`config.mk`:
```
export PLATFORM = sky130hd
export DESIGN_NAME = line_follow_pd_steering_top
export DESIGN_NICKNAME = d
export VERILOG_FILES = /design/src/sv/lfps_pkg.sv /design/src/sv/lfps_div.sv /design/src/sv/line_follow_pd_steering_top.sv
export SDC_FILE = /design/constraint.sdc
export NUM_CORES = 1
export LEC_CHECK = 0
export ABC_AREA = 1
export BUFFER_PORTS_ARGS = -buffer_cell sky130_fd_sc_hd__buf_4
export CAP_MARGIN = 20
export CORE_AREA = 2 2 225 227
export DETAILED_ROUTE_END_ITERATION = 8
export DIE_AREA = 0 0 227 229
export HOLD_SLACK_MARGIN = 0.02
export SLEW_MARGIN = 5
export SYNTH_ARGS = -nofsm -noshare
export SYNTH_HDL_FRONTEND = slang
export SYNTH_SLANG_ARGS = --single-unit
```
`constraint.sdc`:
```
create_clock -name clk_i -period 9.9 [get_ports clk_i]
set_input_delay 0.99 -clock clk_i [delete_from_list [all_inputs] [get_ports clk_i]]
set_output_delay 0.99 -clock clk_i [all_outputs]
set_load 0.005 [all_outputs]
```
`src/sv/lfps_pkg.sv`:
```
package lfps_pkg;

  // Default parameter values
  localparam int SENSOR_COUNT_DEF    = 8;
  localparam int ERROR_FRAC_BITS_DEF = 8;

  // Register and field widths
  localparam int GAIN_W      = 8;
  localparam int SPEED_W     = 10;
  localparam int TICK_W      = 8;
  localparam int SCALE_W     = 16;
  localparam int TURN_OUT_W  = 16;
  localparam int CFG_DATA_W  = 16;
  localparam int CFG_IDX_W   = 3;

  // Turn limit numerator is speed * LIM_K
  localparam int LIM_K       = 800;
  localparam int LIM_NUM_W   = SPEED_W + $clog2(LIM_K + 1);

  // Register indexes
  localparam logic [CFG_IDX_W-1:0] CFG_PROP_GAIN      = 3'd0;
  localparam logic [CFG_IDX_W-1:0] CFG_DERIV_GAIN     = 3'd1;
  localparam logic [CFG_IDX_W-1:0] CFG_FULL_SPEED     = 3'd2;
  localparam logic [CFG_IDX_W-1:0] CFG_RECOVERY_SPEED = 3'd3;
  localparam logic [CFG_IDX_W-1:0] CFG_LOST_STOP      = 3'd4;
  localparam logic [CFG_IDX_W-1:0] CFG_STEER_INVERT   = 3'd5;
  localparam logic [CFG_IDX_W-1:0] CFG_SPEED_SCALE    = 3'd6;

  // Register reset values
  localparam logic [GAIN_W-1:0]  PROP_GAIN_RST      = 8'd40;
  localparam logic [GAIN_W-1:0]  DERIV_GAIN_RST     = 8'd10;
  localparam logic [SPEED_W-1:0] FULL_SPEED_RST     = 10'd120;
  localparam logic [SPEED_W-1:0] RECOVERY_SPEED_RST = 10'd36;
  localparam logic [TICK_W-1:0]  LOST_STOP_RST      = 8'd3;
  localparam logic               STEER_INVERT_RST   = 1'b1;
  localparam logic [SCALE_W-1:0] SPEED_SCALE_RST    = 16'd800;

endpackage

```
`src/sv/lfps_div.sv`:
```
module lfps_div import lfps_pkg::*; #(
  parameter int N_W = LIM_NUM_W,
  parameter int D_W = SCALE_W
) (
  input  logic           clk_i,
  input  logic           rst_ni,
  input  logic           start_i,
  input  logic [N_W-1:0] dividend_i,
  input  logic [D_W-1:0] divisor_i,
  output logic           done_o,
  output logic [N_W-1:0] quot_o
);

  localparam int CNT_W = $clog2(N_W + 1);

  logic             busy_q;
  logic             done_q;
  logic [CNT_W-1:0] cnt_q;
  logic [N_W-1:0]   quo_q;
  logic [D_W-1:0]   rem_q;
  logic [D_W-1:0]   divs_q;

  logic [D_W:0]     shifted;
  logic [D_W:0]     trial;
  logic             fits;

  // One restoring step: bring down the next dividend bit, try a subtract
  assign shifted = {rem_q, quo_q[N_W-1]};
  assign trial   = shifted - {1'b0, divs_q};
  assign fits    = (shifted >= {1'b0, divs_q});

  // Sequencer: N_W steps, done pulses for one cycle
  always_ff @(posedge clk_i or negedge rst_ni) begin
    if (!rst_ni) begin
      busy_q <= 1'b0;
      done_q <= 1'b0;
      cnt_q  <= '0;
    end else begin
      done_q <= 1'b0;
      if (start_i) begin
        busy_q <= 1'b1;
        cnt_q  <= CNT_W'(N_W);
      end else if (busy_q) begin
        cnt_q <= cnt_q - 1'b1;
        if (cnt_q == CNT_W'(1)) begin
          busy_q <= 1'b0;
          done_q <= 1'b1;
        end
      end
    end
  end

  // Datapath: quotient shifts in where the dividend shifts out
  always_ff @(posedge clk_i) begin
    if (start_i) begin
      quo_q  <= dividend_i;
      rem_q  <= '0;
      divs_q <= divisor_i;
    end else if (busy_q) begin
      quo_q <= {quo_q[N_W-2:0], fits};
      rem_q <= fits ? trial[D_W-1:0] : shifted[D_W-1:0];
    end
  end

  assign done_o = done_q;
  assign quot_o = quo_q;

endmodule

```
`src/sv/line_follow_pd_steering_top.sv`:
```
// Line-follow PD steering controller. Each input word is one sensor mask;
// each produces exactly one output word (speed, turn, stopped, line_seen).
// Items are processed one at a time; in_stall_o is high while an item is in
// work. A shared bit-serial divider, one quotient bit per cycle, forms the
// mean sensor position when the line is seen and then the turn limit unless
// the item stops; its quotient width is 20 at default parameters. One shared
// multiplier forms the P term and, when the line is seen, adds the D term.
// A finished word sits in the output register while the next mask may
// already be accepted.
module line_follow_pd_steering_top import lfps_pkg::*; #(
  parameter int SENSOR_COUNT    = SENSOR_COUNT_DEF,
  parameter int ERROR_FRAC_BITS = ERROR_FRAC_BITS_DEF
) (
  input  logic                         clk_i,
  input  logic                         rst_ni,
  input  logic                         in_valid_i,
  output logic                         in_stall_o,
  input  logic [SENSOR_COUNT-1:0]      black_mask_i,
  output logic                         out_valid_o,
  input  logic                         out_stall_i,
  output logic [SPEED_W-1:0]           drive_speed_o,
  output logic signed [TURN_OUT_W-1:0] turn_cmd_o,
  output logic                         stopped_o,
  output logic                         line_seen_o,
  input  logic                         cfg_we_i,
  input  logic [CFG_IDX_W-1:0]         cfg_idx_i,
  input  logic [CFG_DATA_W-1:0]        cfg_data_i
);

  localparam int IDX_W     = $clog2(SENSOR_COUNT);
  localparam int CNT_W     = $clog2(SENSOR_COUNT + 1);
  localparam int SUM_MAG_W = $clog2(SENSOR_COUNT * SENSOR_COUNT / 4 + 1);
  localparam int SUM_W     = SUM_MAG_W + 1;
  localparam int ERR_W     = $clog2(SENSOR_COUNT) + ERROR_FRAC_BITS + 1;
  localparam int DIFF_W    = ERR_W + 1;
  localparam int PROD_W    = DIFF_W + GAIN_W + 1;
  localparam int PD_W      = PROD_W + 1;
  localparam int TURN_W    = PD_W - ERROR_FRAC_BITS;
  localparam int EDIV_W    = SUM_MAG_W + ERROR_FRAC_BITS;
  localparam int DIV_N_W   = (EDIV_W > LIM_NUM_W) ? EDIV_W : LIM_NUM_W;
  localparam int CMP_W     = ((TURN_W > LIM_NUM_W) ? TURN_W : LIM_NUM_W) + 2;
  localparam int BAND_W    = (SUM_MAG_W > CNT_W + 2) ? SUM_MAG_W : CNT_W + 2;

  localparam logic [IDX_W-1:0]       LAST_IDX  = IDX_W'(SENSOR_COUNT - 1);
  localparam logic [SUM_W-1:0]       WT_OFFSET = SUM_W'(SENSOR_COUNT - 1);
  localparam logic signed [PD_W-1:0] FRAC_MASK = PD_W'((1 << ERROR_FRAC_BITS) - 1);
  localparam logic signed [CMP_W-1:0] SAT_HI   = CMP_W'((1 << (TURN_OUT_W - 1)) - 1);
  localparam logic signed [CMP_W-1:0] SAT_LO   = -SAT_HI - CMP_W'(1);

  // Sequencer states
  localparam logic [3:0] S_IDLE  = 4'd0;
  localparam logic [3:0] S_SCAN  = 4'd1;
  localparam logic [3:0] S_CLASS = 4'd2;
  localparam logic [3:0] S_EDIV  = 4'd3;
  localparam logic [3:0] S_MUL1  = 4'd4;
  localparam logic [3:0] S_MUL2  = 4'd5;
  localparam logic [3:0] S_LDIV  = 4'd6;
  localparam logic [3:0] S_LDIVW = 4'd7;
  localparam logic [3:0] S_FIN   = 4'd8;

  // Configuration registers
  logic [GAIN_W-1:0]  prop_gain_q;
  logic [GAIN_W-1:0]  deriv_gain_q;
  logic [SPEED_W-1:0] full_speed_q;
  logic [SPEED_W-1:0] recovery_speed_q;
  logic [TICK_W-1:0]  lost_stop_ticks_q;
  logic               steer_invert_q;
  logic [SCALE_W-1:0] speed_scale_q;

  // Control state
  logic [3:0]              state_q, state_d;
  logic                    out_valid_q, out_valid_d;
  logic [TICK_W-1:0]       lost_q, lost_d;
  logic signed [ERR_W-1:0] prev_err_q, prev_err_d;

  // Working registers
  logic [SENSOR_COUNT-1:0]  mask_q, mask_d;
  logic [IDX_W-1:0]         idx_q, idx_d;
  logic [CNT_W-1:0]         cnt_q, cnt_d;
  logic signed [SUM_W-1:0]  sum_q, sum_d;
  logic [SPEED_W-1:0]       speed_q, speed_d;
  logic signed [ERR_W-1:0]  err_q, err_d;
  logic signed [PD_W-1:0]   acc_q, acc_d;
  logic signed [TURN_W-1:0] turn_q, turn_d;
  logic                     seen_q, seen_d;
  logic                     stop_q, stop_d;
  logic [SPEED_W-1:0]           drive_speed_q, drive_speed_d;
  logic signed [TURN_OUT_W-1:0] turn_cmd_q, turn_cmd_d;
  logic                         stopped_q, stopped_d;
  logic                         line_seen_q, line_seen_d;

  // Handshakes
  logic in_acc;
  logic out_acc;
  logic out_free;

  // Divider hookup
  logic               div_start;
  logic [DIV_N_W-1:0] div_dividend;
  logic [SCALE_W-1:0] div_divisor;
  logic               div_done;
  logic [DIV_N_W-1:0] div_quot;

  // Datapath nets
  logic [SUM_W-1:0]          weight;
  logic signed [SUM_W-1:0]   sum_abs;
  logic [SUM_MAG_W-1:0]      sum_mag;
  logic [BAND_W-1:0]         mag_x;
  logic [BAND_W-1:0]         cnt1_x;
  logic [BAND_W-1:0]         cnt3_x;
  logic [SPEED_W+1:0]        full3;
  logic [SPEED_W-1:0]        band_speed;
  logic [TICK_W-1:0]         lost_inc;
  logic signed [ERR_W-1:0]   emag;
  logic signed [DIFF_W-1:0]  diff;
  logic signed [DIFF_W-1:0]  mul_a;
  logic signed [GAIN_W:0]    mul_b;
  logic signed [PROD_W-1:0]  prod;
  logic signed [PD_W-1:0]    pd_v;
  logic signed [PD_W-1:0]    pd_adj;
  logic signed [PD_W-1:0]    pd_shr;
  logic [LIM_NUM_W-1:0]      lim_num;
  logic [LIM_NUM_W-1:0]      lim;
  logic signed [CMP_W-1:0]   turn_x;
  logic signed [CMP_W-1:0]   lim_x;
  logic signed [CMP_W-1:0]   clamp;
  logic signed [CMP_W-1:0]   sat;

  assign in_acc   = in_valid_i && !in_stall_o;
  assign out_acc  = out_valid_q && !out_stall_i;
  assign out_free = !out_valid_q || !out_stall_i;
  assign in_stall_o = (state_q != S_IDLE);

  // Sensor weight 2*i - (N-1)
  assign weight = SUM_W'({idx_q, 1'b0}) - WT_OFFSET;

  // Speed band from |sum| against count and 3*count
  assign sum_abs    = sum_q[SUM_W-1] ? -sum_q : sum_q;
  assign sum_mag    = sum_abs[SUM_MAG_W-1:0];
  assign mag_x      = BAND_W'(sum_mag);
  assign cnt1_x     = BAND_W'(cnt_q);
  assign cnt3_x     = cnt1_x + {cnt1_x[BAND_W-2:0], 1'b0};
  assign full3      = {2'b00, full_speed_q} + {1'b0, full_speed_q, 1'b0};
  assign band_speed = (mag_x > cnt3_x) ? (full_speed_q >> 1) :
                      (mag_x > cnt1_x) ? full3[SPEED_W+1:2] : full_speed_q;

  assign lost_inc = (lost_q == '1) ? lost_q : lost_q + 1'b1;

  // Mean position magnitude from the divider
  assign emag = signed'({1'b0, div_quot[ERR_W-2:0]});

  // Shared multiplier: error (previous error while the line is lost) * P gain, then error change * D gain
  assign diff  = DIFF_W'(err_q) - DIFF_W'(prev_err_q);
  assign mul_a = (state_q == S_MUL2) ? diff :
                 (seen_q ? DIFF_W'(err_q) : DIFF_W'(prev_err_q));
  assign mul_b = signed'({1'b0, (state_q == S_MUL2) ? deriv_gain_q : prop_gain_q});
  assign prod  = PROD_W'(mul_a) * PROD_W'(mul_b);

  // Optional negation, then drop fraction bits toward zero
  assign pd_v   = steer_invert_q ? -acc_q : acc_q;
  assign pd_adj = pd_v + (pd_v[PD_W-1] ? FRAC_MASK : PD_W'(0));
  assign pd_shr = pd_adj >>> ERROR_FRAC_BITS;

  // Turn limit numerator
  assign lim_num = LIM_NUM_W'(speed_q) * LIM_NUM_W'(LIM_K);

  // Clamp to +-limit, then saturate to the output width
  assign lim    = div_quot[LIM_NUM_W-1:0];
  assign turn_x = CMP_W'(turn_q);
  assign lim_x  = signed'(CMP_W'(lim));
  assign clamp  = (turn_x > lim_x)  ? lim_x :
                  (turn_x < -lim_x) ? -lim_x : turn_x;
  assign sat    = (clamp > SAT_HI) ? SAT_HI :
                  (clamp < SAT_LO) ? SAT_LO : clamp;

  // Sequencer and next-state logic
  always_comb begin
    state_d       = state_q;
    out_valid_d   = out_valid_q;
    lost_d        = lost_q;
    prev_err_d    = prev_err_q;
    mask_d        = mask_q;
    idx_d         = idx_q;
    cnt_d         = cnt_q;
    sum_d         = sum_q;
    speed_d       = speed_q;
    err_d         = err_q;
    acc_d         = acc_q;
    turn_d        = turn_q;
    seen_d        = seen_q;
    stop_d        = stop_q;
    drive_speed_d = drive_speed_q;
    turn_cmd_d    = turn_cmd_q;
    stopped_d     = stopped_q;
    line_seen_d   = line_seen_q;
    div_start     = 1'b0;
    div_dividend  = '0;
    div_divisor   = '0;

    if (out_acc) begin
      out_valid_d = 1'b0;
    end

    unique case (state_q)
      S_IDLE: begin
        if (in_acc) begin
          mask_d  = black_mask_i;
          idx_d   = '0;
          cnt_d   = '0;
          sum_d   = '0;
          state_d = S_SCAN;
        end
      end
      S_SCAN: begin
        if (mask_q[idx_q]) begin
          sum_d = sum_q + signed'(weight);
          cnt_d = cnt_q + 1'b1;
        end
        if (idx_q == LAST_IDX) begin
          state_d = S_CLASS;
        end else begin
          idx_d = idx_q + 1'b1;
        end
      end
      S_CLASS: begin
        if (cnt_q == '0) begin
          // Line lost: count up, then recover or stop
          seen_d = 1'b0;
          lost_d = lost_inc;
          if (lost_inc >= lost_stop_ticks_q) begin
            stop_d  = 1'b1;
            state_d = S_FIN;
          end else begin
            stop_d  = 1'b0;
            speed_d = recovery_speed_q;
            state_d = S_MUL1;
          end
        end else begin
          seen_d       = 1'b1;
          stop_d       = 1'b0;
          lost_d       = '0;
          speed_d      = band_speed;
          div_start    = 1'b1;
          div_dividend = DIV_N_W'({sum_mag, {ERROR_FRAC_BITS{1'b0}}});
          div_divisor  = SCALE_W'(cnt_q);
          state_d      = S_EDIV;
        end
      end
      S_EDIV: begin
        if (div_done) begin
          err_d   = sum_q[SUM_W-1] ? -emag : emag;
          state_d = S_MUL1;
        end
      end
      S_MUL1: begin
        acc_d   = PD_W'(prod);
        state_d = seen_q ? S_MUL2 : S_LDIV;
      end
      S_MUL2: begin
        acc_d      = acc_q + PD_W'(prod);
        prev_err_d = err_q;
        state_d    = S_LDIV;
      end
      S_LDIV: begin
        div_start    = 1'b1;
        div_dividend = DIV_N_W'(lim_num);
        div_divisor  = (speed_scale_q == '0) ? SCALE_W'(1) : speed_scale_q;
        turn_d       = pd_shr[TURN_W-1:0];
        state_d      = S_LDIVW;
      end
      S_LDIVW: begin
        if (div_done) begin
          state_d = S_FIN;
        end
      end
      S_FIN: begin
        if (out_free) begin
          out_valid_d = 1'b1;
          line_seen_d = seen_q;
          stopped_d   = stop_q;
          if (stop_q) begin
            drive_speed_d = '0;
            turn_cmd_d    = '0;
          end else begin
            drive_speed_d = speed_q;
            turn_cmd_d    = sat[TURN_OUT_W-1:0];
          end
          state_d = S_IDLE;
        end
      end
      default: begin
        state_d = S_IDLE;
      end
    endcase
  end

  // Control and configuration registers
  always_ff @(posedge clk_i or negedge rst_ni) begin
    if (!rst_ni) begin
      state_q           <= S_IDLE;
      out_valid_q       <= 1'b0;
      lost_q            <= '0;
      prev_err_q        <= '0;
      prop_gain_q       <= PROP_GAIN_RST;
      deriv_gain_q      <= DERIV_GAIN_RST;
      full_speed_q      <= FULL_SPEED_RST;
      recovery_speed_q  <= RECOVERY_SPEED_RST;
      lost_stop_ticks_q <= LOST_STOP_RST;
      steer_invert_q    <= STEER_INVERT_RST;
      speed_scale_q     <= SPEED_SCALE_RST;
    end else begin
      state_q     <= state_d;
      out_valid_q <= out_valid_d;
      lost_q      <= lost_d;
      prev_err_q  <= prev_err_d;
      if (cfg_we_i) begin
        unique case (cfg_idx_i)
          CFG_PROP_GAIN:      prop_gain_q       <= cfg_data_i[GAIN_W-1:0];
          CFG_DERIV_GAIN:     deriv_gain_q      <= cfg_data_i[GAIN_W-1:0];
          CFG_FULL_SPEED:     full_speed_q      <= cfg_data_i[SPEED_W-1:0];
          CFG_RECOVERY_SPEED: recovery_speed_q  <= cfg_data_i[SPEED_W-1:0];
          CFG_LOST_STOP:      lost_stop_ticks_q <= cfg_data_i[TICK_W-1:0];
          CFG_STEER_INVERT:   steer_invert_q    <= cfg_data_i[0];
          CFG_SPEED_SCALE:    speed_scale_q     <= cfg_data_i[SCALE_W-1:0];
          default: begin
          end
        endcase
      end
    end
  end

  // Working and output payload registers
  always_ff @(posedge clk_i) begin
    mask_q        <= mask_d;
    idx_q         <= idx_d;
    cnt_q         <= cnt_d;
    sum_q         <= sum_d;
    speed_q       <= speed_d;
    err_q         <= err_d;
    acc_q         <= acc_d;
    turn_q        <= turn_d;
    seen_q        <= seen_d;
    stop_q        <= stop_d;
    drive_speed_q <= drive_speed_d;
    turn_cmd_q    <= turn_cmd_d;
    stopped_q     <= stopped_d;
    line_seen_q   <= line_seen_d;
  end

  // Shared divider: mean position, then turn limit
  lfps_div #(
    .N_W (DIV_N_W),
    .D_W (SCALE_W)
  ) u_div (
    .clk_i      (clk_i),
    .rst_ni     (rst_ni),
    .start_i    (div_start),
    .dividend_i (div_dividend),
    .divisor_i  (div_divisor),
    .done_o     (div_done),
    .quot_o     (div_quot)
  );

  assign out_valid_o   = out_valid_q;
  assign drive_speed_o = drive_speed_q;
  assign turn_cmd_o    = turn_cmd_q;
  assign stopped_o     = stopped_q;
  assign line_seen_o   = line_seen_q;

`ifndef SYNTHESIS
  a_stop_is_quiet: assert property (@(posedge clk_i) disable iff (!rst_ni)
    out_valid_o && stopped_o |-> drive_speed_o == '0 && turn_cmd_o == '0 && !line_seen_o)
    else $error("stop word carries speed, turn or line_seen");

  a_div_done_expected: assert property (@(posedge clk_i) disable iff (!rst_ni)
    div_done |-> (state_q == S_EDIV || state_q == S_LDIVW))
    else $error("divider finished outside a wait state");

  a_seen_clears_lost: assert property (@(posedge clk_i) disable iff (!rst_ni)
    state_q == S_FIN && seen_q |-> lost_q == '0)
    else $error("lost counter not cleared with line in view");

  a_accept_starts_scan: assert property (@(posedge clk_i) disable iff (!rst_ni)
    in_acc |=> state_q == S_SCAN)
    else $error("accepted mask did not start a scan");
`endif

endmodule
```
# After elaboration in Yosys (flattened, before gate mapping)
# Index checks and enable logic that the tools add are counted.
# op_classes
div_mod_pow,0
mux,60
shift,0
magnitude_cmp,9
bitwise_logic,0
n_addsub,16
n_eq_ne,25
multipliers,2
n_reduce_logical,29
# ops
operator,n
$mux 16,3
$pmux 23 s2,1
$mux 22,2
$mux 10,4
$mux 20,2
$mux 4,10
$pmux 20 s2,1
$mux 13,3
$pmux 4 s9,1
$mux 8,4
$pmux 16 s2,1
$add 23x22->23,1
$add 23x9->23,1
$mux 23,1
$neg 23->23,1
$gt 22x16->1 const B,1
$lt 15x22->1,1
$lt 22x16->1 const B,1
$mul 13x9->22,1
$neg 20->22,1
$reduce_and 2->1,11
$gt 15x21->1,1
$ge 17x16->1,1
$eq 4x3->1 const B,4
50 further kinds,83
# word_totals
elab_cells,174
ram_bits,0
memories,0
in_bits,32
romBits,0
register_bits,256
latchBits,0

# Logic depth before layout (Yosys ltp)
# Gate-level depths: netlist of the first run.
# depth
ltp_word,7
ltp_mapped,46
ltp_nobuf,46

# Hierarchy
# A second synthesis of the first run with hierarchy kept.
# unflattened
hier_cells,2960
hier_area_um2,22838.2
# by_module_without_submodules
module,seq_area_each_um2,n_inst,area_each_um2,cells_each
line_follow_pd_steering_top,5505.3,1,19379.8,2521
lfps_div,1576.5,1,3458.3,439

# Worst setup path before layout of the first run
# No wires, ideal clock.
# synth_timing
path_type,register to register
from,register prev_err_q[0]
to,"register acc_q[22], data pin"
path_buffers,0
stages_incl_launch_ff,43
arrival_ns,6.861
slack_ns,2.786
path_cell_list,dfrtp_1 > ha_1 > fa_1 > nand3b_1 > nand2_1 > nand3_1 > nand2_1 > inv_1 > o21ai_0 > xor2_1 > nand2_1 > nand2_1 > inv_1 > nand2_1 > fa_1 > inv_1 > fa_1 > fa_1 > [... 7 more ...] > nand2_1 > nand3_1 > nand2_1 > a21boi_1 > o21ai_0 > a21boi_0 > or2_1 > and2_1 > ha_1 > nand2_1 > nor2_1 > inv_1 > nor2_1 > a311oi_1 > nand4_1 > nand3_1 > nand3b_1 > nand2_1
# synth_between
elab_chain_cells,5
word_cells_on_any_way,6
# synth_lines
item,line_no,text
"start, declared",line_follow_pd_steering_top.sv:74,"logic signed [ERR_W-1:0] prev_err_q, prev_err_d;"
"start signal, assigned",line_follow_pd_steering_top.sv:315,prev_err_q <= prev_err_d;
$sub 12x12->13 / $mux 13 (equally long branches),"line_follow_pd_steering_top.sv:153, line_follow_pd_steering_top.sv:155",
$mux 13 *,line_follow_pd_steering_top.sv:154,assign mul_a = (state_q == S_MUL2) ? diff :
$mul 13x9->22 *,line_follow_pd_steering_top.sv:157,assign prod = PROD_W'(mul_a) * PROD_W'(mul_b);
$add 23x22->23,line_follow_pd_steering_top.sv:260,acc_d = acc_q + PD_W'(prod);
$pmux 23 s2 *,line_follow_pd_steering_top.sv:204,unique case (state_q)
named net acc_d[22],line_follow_pd_steering_top.sv:83,"logic signed [PD_W-1:0] acc_q, acc_d;"
"end signal, assigned",line_follow_pd_steering_top.sv:340,acc_q <= acc_d;
"end, declared",line_follow_pd_steering_top.sv:83,
# Mark *: on every way through the listed nets, which the timed path passes. The rest lies on a longest branch.
# A chain may end at the register's enable or synchronous reset.

# Final worst setup path of the first run
# layout_timing
from,register state_q[2]
to,"register acc_q[22], data pin"
# layout_between
elab_chain_cells,5
word_cells_on_any_way,7
# layout_lines
item,line_no,text
"start, declared",line_follow_pd_steering_top.sv:71,"logic [3:0] state_q, state_d;"
"start signal, assigned",line_follow_pd_steering_top.sv:312,state_q <= state_d;
$eq 4x3->1,"line_follow_pd_steering_top.sv:154, line_follow_pd_steering_top.sv:156, line_follow_pd_steering_top.sv:204",
$mux 13 / $mux 8 (equally long branches),"line_follow_pd_steering_top.sv:154, line_follow_pd_steering_top.sv:156",
$mul 13x9->22,line_follow_pd_steering_top.sv:157,
$add 23x22->23,line_follow_pd_steering_top.sv:260,
$pmux 23 s2 *,line_follow_pd_steering_top.sv:204,
named net acc_d[22],line_follow_pd_steering_top.sv:83,
# Marks and branches as above.

==> results.py, run 1 <==
metrics = {
    "global_route": {
        "busiest_layer": "met2",
        "grt_max_degree": 65,
        "met3_usage": 0.0287,
        "grt_pass1_vias": 17800,
        "antenna_found_initial": 0,
        "grt.met2_usage": 0.339,
        "track_usage": 0.215,
        "grt.overflow.total": 0,
        "grt_pass1_wl_um": 90400,
        "grtUsageMet1": 0.313,
    },
    "worst_setup_path": {
        "cp_max_fo": 50,
        "slowest_delay_ns": 0.52,
        "critPathKind": "reg -> reg",
        "crit_slowest_cell": "fa_1",
        "end_kind": "register",
        "crit_path_frequent_cell": "inv_1",
        "r2r-end": "acc_q[22]$_DFFE_PP_",
        "r2r_cells": 36,
        "worstPathRequired_ns": 10.24,
        "cp.arrival_ns": 8.67,
        "reg2reg_setup_slack_ns": 1.56,
        "critPathLaunchType": "register",
        "timing.rr.start": "state_q[2]$_DFFE_PN0P_",
    },
    "synthesis": {
        "synth-seq-cells": 256,
        "synth_compound_area_frac": 0.125,
        "syn_nets": 3185,
        "yosys.area_share.xor_xnor": 0.0445,
        "yosys.area_share.simple": 0.207,
        "ys.flop_type": "edfxtp_1",
        "synth_top_area_share": 0.199,
        "synth_area_mm2": 0.0222,
        "synth_top_family_by_area": "adder cells",
        "async_flop_share": 0.363,
        "synth.area.top_cells": "edfxtp_1, ha_1, nand2_1, dfrtp_1, fa_1",
        "synth_area_per_cell_um2": 7.82,
        "synth_edf_count": 147,
        "synth_fa_ha_area_frac": 0.211,
        "synthCells": 2835,
        "yosys_warnings": 0,
        "synth.distinct_cells": 67,
        "ys_seq_area_frac": 0.319,
        "yosysTopAreaCell": "edfxtp_1",
        "post_synth_mux_area_share": 0,
    },
    "sta": {
        "clock_skew_ns": 0.0239,
        "min_period_ns": 8.34,
        "finalCritPeriodShare": 0.842,
        "setup_viol": 0,
        "rsz0062_at_grt": "false",
        "hold_violations": 0,
        "slew_headroom": 0.265,
        "max_slew.worst_pin.slew_ns": 1.10,
        "fin_setup_tns_ns": 0,
        "fmax_ghz": 0.120,
        "drv_slew": 0,
    },
    "clock_tree": {
        "cts_setup_buffers": 0,
        "clk_path_buf_depth": 3,
        "numCtsBuffers": 31,
        "cts.sinks": 256,
        "cts.repair.resized": 0,
        "path_clk_slew_ns": 0.06,
        "insertion_delay_ns": 0.60,
        "cts_tree": "yes",
        "ctsHoldBuffers": 0,
        "cts.htree.levels": 1,
        "cts_root_buf": "clkbuf_16",
    },
    "drt": {
        "drc": 0,
        "drtIter0Drc": 1290,
        "avgViaCountPerCell": 5.18,
        "vias": 18600,
        "postRouteAntennaNets": 0,
        "wl_um": 55300,
        "wl_per_cell_um": 15.4,
        "first_pass_iters": 5,
    },
    "floorplan": {
        "io_pins": 62,
        "rows": 82,
        "fp.dieW_um": 227,
        "fp.coreArea_mm2": 0.0497,
        "dieArea_mm2": 0.0520,
        "initial_utilization": 0.447,
        "fp.dieH_um": 229,
    },
    "layout": {
        "layout-drive-gt1-share": 0.0677,
        "final_common_cell": "nand2_1",
        "diodes": 0,
        "num-nets-final": 3235,
        "area_growth_pct": 10.2,
        "final_cell_mix": "nand2_1, inv_1, nor2_1",
    },
    "run": {
        "cap_violations": 0,
    },
    "place": {
        "place.gp.congestion": 0.952,
        "port_buffers": 61,
        "dpl.hpwl_um": 44000,
    },
    "outcome": {
        "outcome": "completed",
    },
    "hold_path": {
        "hold_path_class": "in -> async",
    },
}
flip-flops by register name (all words and copies together) (netlist names), 12 cells and up:
register       count
acc_q             23
turn_cmd_o        16
u_div.rem_q       16
prev_err_q        12
turn_q            15
u_div.quot_o      20
speed_scale_q     16
err_q             12
u_div.divs_q      16
area by class of cell:
cell class	instances	area [um^2]
fill	4932	25200
multi-input combinational	2032	13000
sequential	256	7080
inverter	492	1850
tap	672	841
clock buffer	35	832
timing repair buffer	72	581
clock inverter	23	215
worst max-delay path, delay by kind of cell (launching register included):
kind            cells  cell delay (ns)
simple gates       13             1.56
buf+inv            11             1.92
fa+ha+maj           6             2.53
flops               1             0.42
xor+xnor            1             0.28
compound gates      5             1.34
worst max-delay path by stage:
stage,from,slack (ns),end,cells after the start
floorplan,prev_err_q[0]$_DFFE_PN0P_,2.79,acc_q[22]$_DFFE_PP_,42
global placement,state_q[2]$_DFFE_PN0P_,1.89,acc_q[22]$_DFFE_PP_,39
detailed placement,state_q[2]$_DFFE_PN0P_,1.66,acc_q[22]$_DFFE_PP_,36
CTS,state_q[2]$_DFFE_PN0P_,1.59,acc_q[22]$_DFFE_PP_,36
global route,state_q[2]$_DFFE_PN0P_,0.93,acc_q[22]$_DFFE_PP_,36
finish,state_q[2]$_DFFE_PN0P_,1.56,acc_q[22]$_DFFE_PP_,36
Yosys cell counts (30+ instances only):
| cell | n |
|---|---|
| a21oi_1 | 168 |
| nor2_1 | 283 |
| nand2_1 | 614 |
| edfxtp_1 | 147 |
| o21ai_0 | 231 |
| ha_1 | 226 |
| xnor2_1 | 30 |
| xor2_1 | 77 |
| clkbuf_1 | 41 |
| fa_1 | 92 |
| dfrtp_1 | 77 |
| inv_1 | 477 |
| nand3_1 | 97 |
metal layers:
| layer | vias to the layer above | wire (um) |
|---|---|---|
| met5 | - | 0 |
| met4 | 0 | 1140 |
| met3 | 67 | 3010 |
| met2 | 424 | 24300 |
| met1 | 8761 | 26900 |
| li1 | 9320 | - |
logic make-up after synthesis:
logic type / count (synthesis)
flip-flops: 256
buffers and inverters: 547
AO/OA/AOI/OAI: 503
AND/OR/NAND/NOR: 1101
adder cells (fa/ha/maj): 318
XOR/XNOR: 110
through the flow:
| step | cell area, um^2 | hold WS [ns] | util | cells | setup WS (ns) |
|---|---|---|---|---|---|
| global route | 24400 | 0.325 | 0.492 | 3582 | 0.929 |
| CTS | 24400 | 0.297 | 0.491 | 3580 | 1.59 |
| floorplan | 22200 | 0.421 | - | 2835 | 2.79 |
| detailed placement | 23300 | 0.453 | 0.470 | 3522 | 1.66 |
| global placement | 23300 | 0.460 | 0.470 | 3522 | 1.89 |
| finish | 24400 | 0.304 | 0.492 | 3582 | 1.56 |
Power of run 1 is not shown: default switching activity piles up to over one toggle a cycle in this logic, so the estimate is an artifact.
==> inputs of run 2 (changes only) <==
- ABC_AREA: 1 -> 0
- CORE_AREA: 2 2 225 227 -> 2 2 223 225
- DIE_AREA: 0 0 227 229 -> 0 0 225 227
- clock period: 9.9 -> 7.65 ns (I/O delays scaled with it)
==> run 2 against run 1 <==
Sequential cell count is the same. Core utilization grew 3.6 points. Die area shrank 1.7%. Sequential share of layout area shrank 1.4 points. Fmax grew 10%. Register-to-register slack lost 1.5 ns. Critical endpoint is now acc_q[20]$_DFFE_PP_.
==> results.py, run 2 <==
metrics = {
    "outcome": {
        "outcome": "completed",
    },
    "sta": {
        "hold_violations": 0,
        "drv_slew": 0,
        "fmax_ghz": 0.132,
        "finalCritPeriodShare": 0.988,
        "rsz0062_at_grt": "true",
        "slew_headroom": 0.254,
        "max_slew.worst_pin.slew_ns": 1.11,
        "setup_viol": 0,
        "min_period_ns": 7.56,
        "clock_skew_ns": 0.0113,
    },
    "clock_tree": {
        "cts.sinks": 256,
        "ctsHoldBuffers": 0,
        "numCtsBuffers": 31,
        "path_clk_slew_ns": 0.06,
        "cts_tree": "yes",
        "clk_path_buf_depth": 3,
        "insertion_delay_ns": 0.60,
        "cts_root_buf": "clkbuf_16",
        "cts.htree.levels": 1,
    },
    "synthesis": {
        "ys.flop_type": "edfxtp_1",
        "synth.distinct_cells": 86,
        "synthCells": 2300,
        "synth_edf_count": 147,
        "yosys.area_share.xor_xnor": 0.0603,
        "yosys_warnings": 0,
        "synth.area.top_cells": "edfxtp_1, ha_1, dfrtp_1, fa_1, inv_1",
        "yosysTopAreaCell": "edfxtp_1",
        "synthTopCellsByCount": "inv_1, ha_1, nand2_1, nor2_1, o21ai_0",
        "yosysMostFrequentCell": "inv_1",
        "synth_area_mm2": 0.0218,
        "synth_fa_ha_area_frac": 0.215,
        "yosys.area_share.simple": 0.145,
        "async_flop_share": 0.363,
        "synth_compound_area_frac": 0.139,
        "synth_top_area_share": 0.203,
        "synth_top_family_by_area": "adder cells",
        "synth-seq-cells": 256,
        "post_synth_mux_area_share": 0.0554,
        "ys_seq_area_frac": 0.325,
        "synth_area_per_cell_um2": 9.46,
        "syn_nets": 2650,
    },
    "floorplan": {
        "fp.dieH_um": 227,
        "fp.dieW_um": 225,
        "fp.coreArea_mm2": 0.0485,
        "dieArea_mm2": 0.0511,
        "rows": 81,
        "io_pins": 62,
        "initial_utilization": 0.448,
    },
    "worst_setup_path": {
        "critPathLaunchType": "register",
        "slowest_delay_ns": 0.57,
        "critPathKind": "reg -> reg",
        "worstPathRequired_ns": 7.99,
        "crit_slowest_cell": "fa_1",
        "end_kind": "register",
        "cp_max_fo": 4,
        "cp.arrival_ns": 7.90,
        "crit_path_frequent_cell": "fa_1",
    },
    "global_route": {
        "track_usage": 0.212,
        "grt.overflow.total": 0,
        "grt_max_degree": 68,
        "antenna_found_initial": 2,
        "grt_pass1_wl_um": 87800,
        "grt_pass1_vias": 17100,
    },
    "layout": {
        "final_common_cell": "inv_1",
        "top_register": "acc_q",
        "num-nets-final": 2835,
        "final_cell_mix": "inv_1, buf_4, nand2_1",
        "largest_reg_flops": 23,
        "utilization": 0.528,
        "layout-drive-gt1-share": 0.200,
        "area_growth_pct": 17.8,
        "nFillCells": 4370,
        "fin_cells": 3134,
    },
    "drt": {
        "vias": 17100,
        "first_pass_iters": 7,
        "drtIter0Drc": 1129,
        "wl_um": 53400,
        "avgViaCountPerCell": 5.44,
        "postRouteAntennaNets": 0,
        "wl_per_cell_um": 17.0,
        "drc": 0,
    },
    "place": {
        "dp_cells": 3044,
        "place.gp.congestion": 0.888,
        "dpl.hpwl_um": 41100,
        "port_buffers": 61,
    },
    "hold_path": {
        "hold_path_class": "in -> async",
    },
    "run": {
        "cap_violations": 0,
    },
}
[run 2: cell types whose count changed in the layout (fill, tap and decap cells not counted), moves of 29 or more]
| cell | before | now |
|---|---|---|
| nand2_1 | 614 | 215 |
| inv_1 | 477 | 257 |
| buf_4 | 70 | 217 |
| nor2_1 | 280 | 151 |
| o21ai_0 | 231 | 142 |
| a21oi_1 | 167 | 88 |
| mux2_2 | 0 | 70 |
| nand3_1 | 97 | 33 |
| xnor2_1 | 30 | 88 |
| nor2b_1 | 0 | 38 |
| mux2i_1 | 0 | 34 |
| a21o_1 | 8 | 40 |
| nand2b_1 | 0 | 29 |
[run 2: logic make-up (layout without fill, tap and decap cells)]
logic type	count (synthesis)	after routing
buffers and inverters	339	549
adder cells (fa/ha/maj)	318	318
multiplexers	109	109
AO/OA/AOI/OAI	480	480
other	0	2
XOR/XNOR	149	149
AND/OR/NAND/NOR	649	649
flip-flops	256	256
[run 2: layout make-up]
type	count	area [um^2]	share of cell area
Antenna cell	2	5.00	0.000195
Clock buffer	40	850	0.0331
Clock inverter	18	203	0.00791
Inverter	265	995	0.0388
Multi-Input combinational cell	1705	14000	0.545
Sequential cell	256	7080	0.276
Tap cell	622	778	0.0304
Timing Repair Buffer	226	1750	0.0681
[run 2: what timing repair did]
action | CTS | global route
pin swaps | 30 | 54
endpoints found under the setup margin | 4 | 6
setup buffers | 12 | 18
gates resized for setup | 52 | 72
[run 2: path summary, 6_finish.rpt]
path / slack, ns / from / cells past startpoint / end
max: 0.09 / prev_err_q[0]$_DFFE_PN0P_ / 35 / acc_q[20]$_DFFE_PP_
min: 0.07 / rst_ni / 1 / speed_scale_q[0]$_DFFE_PN0P_
max reg2reg: 0.09 / prev_err_q[0]$_DFFE_PN0P_ / 35 / acc_q[20]$_DFFE_PP_
min reg2reg: 0.48 / u_div.rem_q[15]$_SDFFE_PP0P_ / 1 / u_div.rem_q[15]$_SDFFE_PP0P_
max in group asynchronous: 6.36 / rst_ni / 2 / u_div.cnt_q[0]$_DFFE_PN0P_
min in group clk_i: 0.34 / black_mask_i[4] / 1 / mask_q[4]$_DFFE_PP_
[run 2: stage by stage]
stage               TNS (ns)  hold WS (ns)  setup WS [ns]  instance area [um^2]
global route          -0.841        0.0730         -0.295                 25600
finish                     0        0.0743         0.0892                 25600
CTS                        0        0.0621        0.00619                 25200
floorplan                  0         0.424        0.00264                 21800
global placement      -0.798         0.463         -0.262                 23700
detailed placement     -1.55         0.469         -0.460                 23800
[run 2: layer usage]
layer / GRT usage / part of all wire
met2: 0.355 / 0.46
met4: 0.0504 / 0.020
met3: 0.0225 / 0.044
met1: 0.297 / 0.48
met5: 0 / 0
[run 2: worst max-delay path, delay by kind of cell, from the launching register on]
kind / cells / cell delay [ns]
adders and majority gates: 8 / 3.15
AOI/OAI and AO/OA: 11 / 1.82
and+or+nand+nor: 8 / 1.02
DFF: 1 / 0.41
xor gates and xnor gates: 3 / 0.34
buffers and inverters: 4 / 0.29
muxes: 1 / 0.25
Power of run 2 is left out for the same reason.
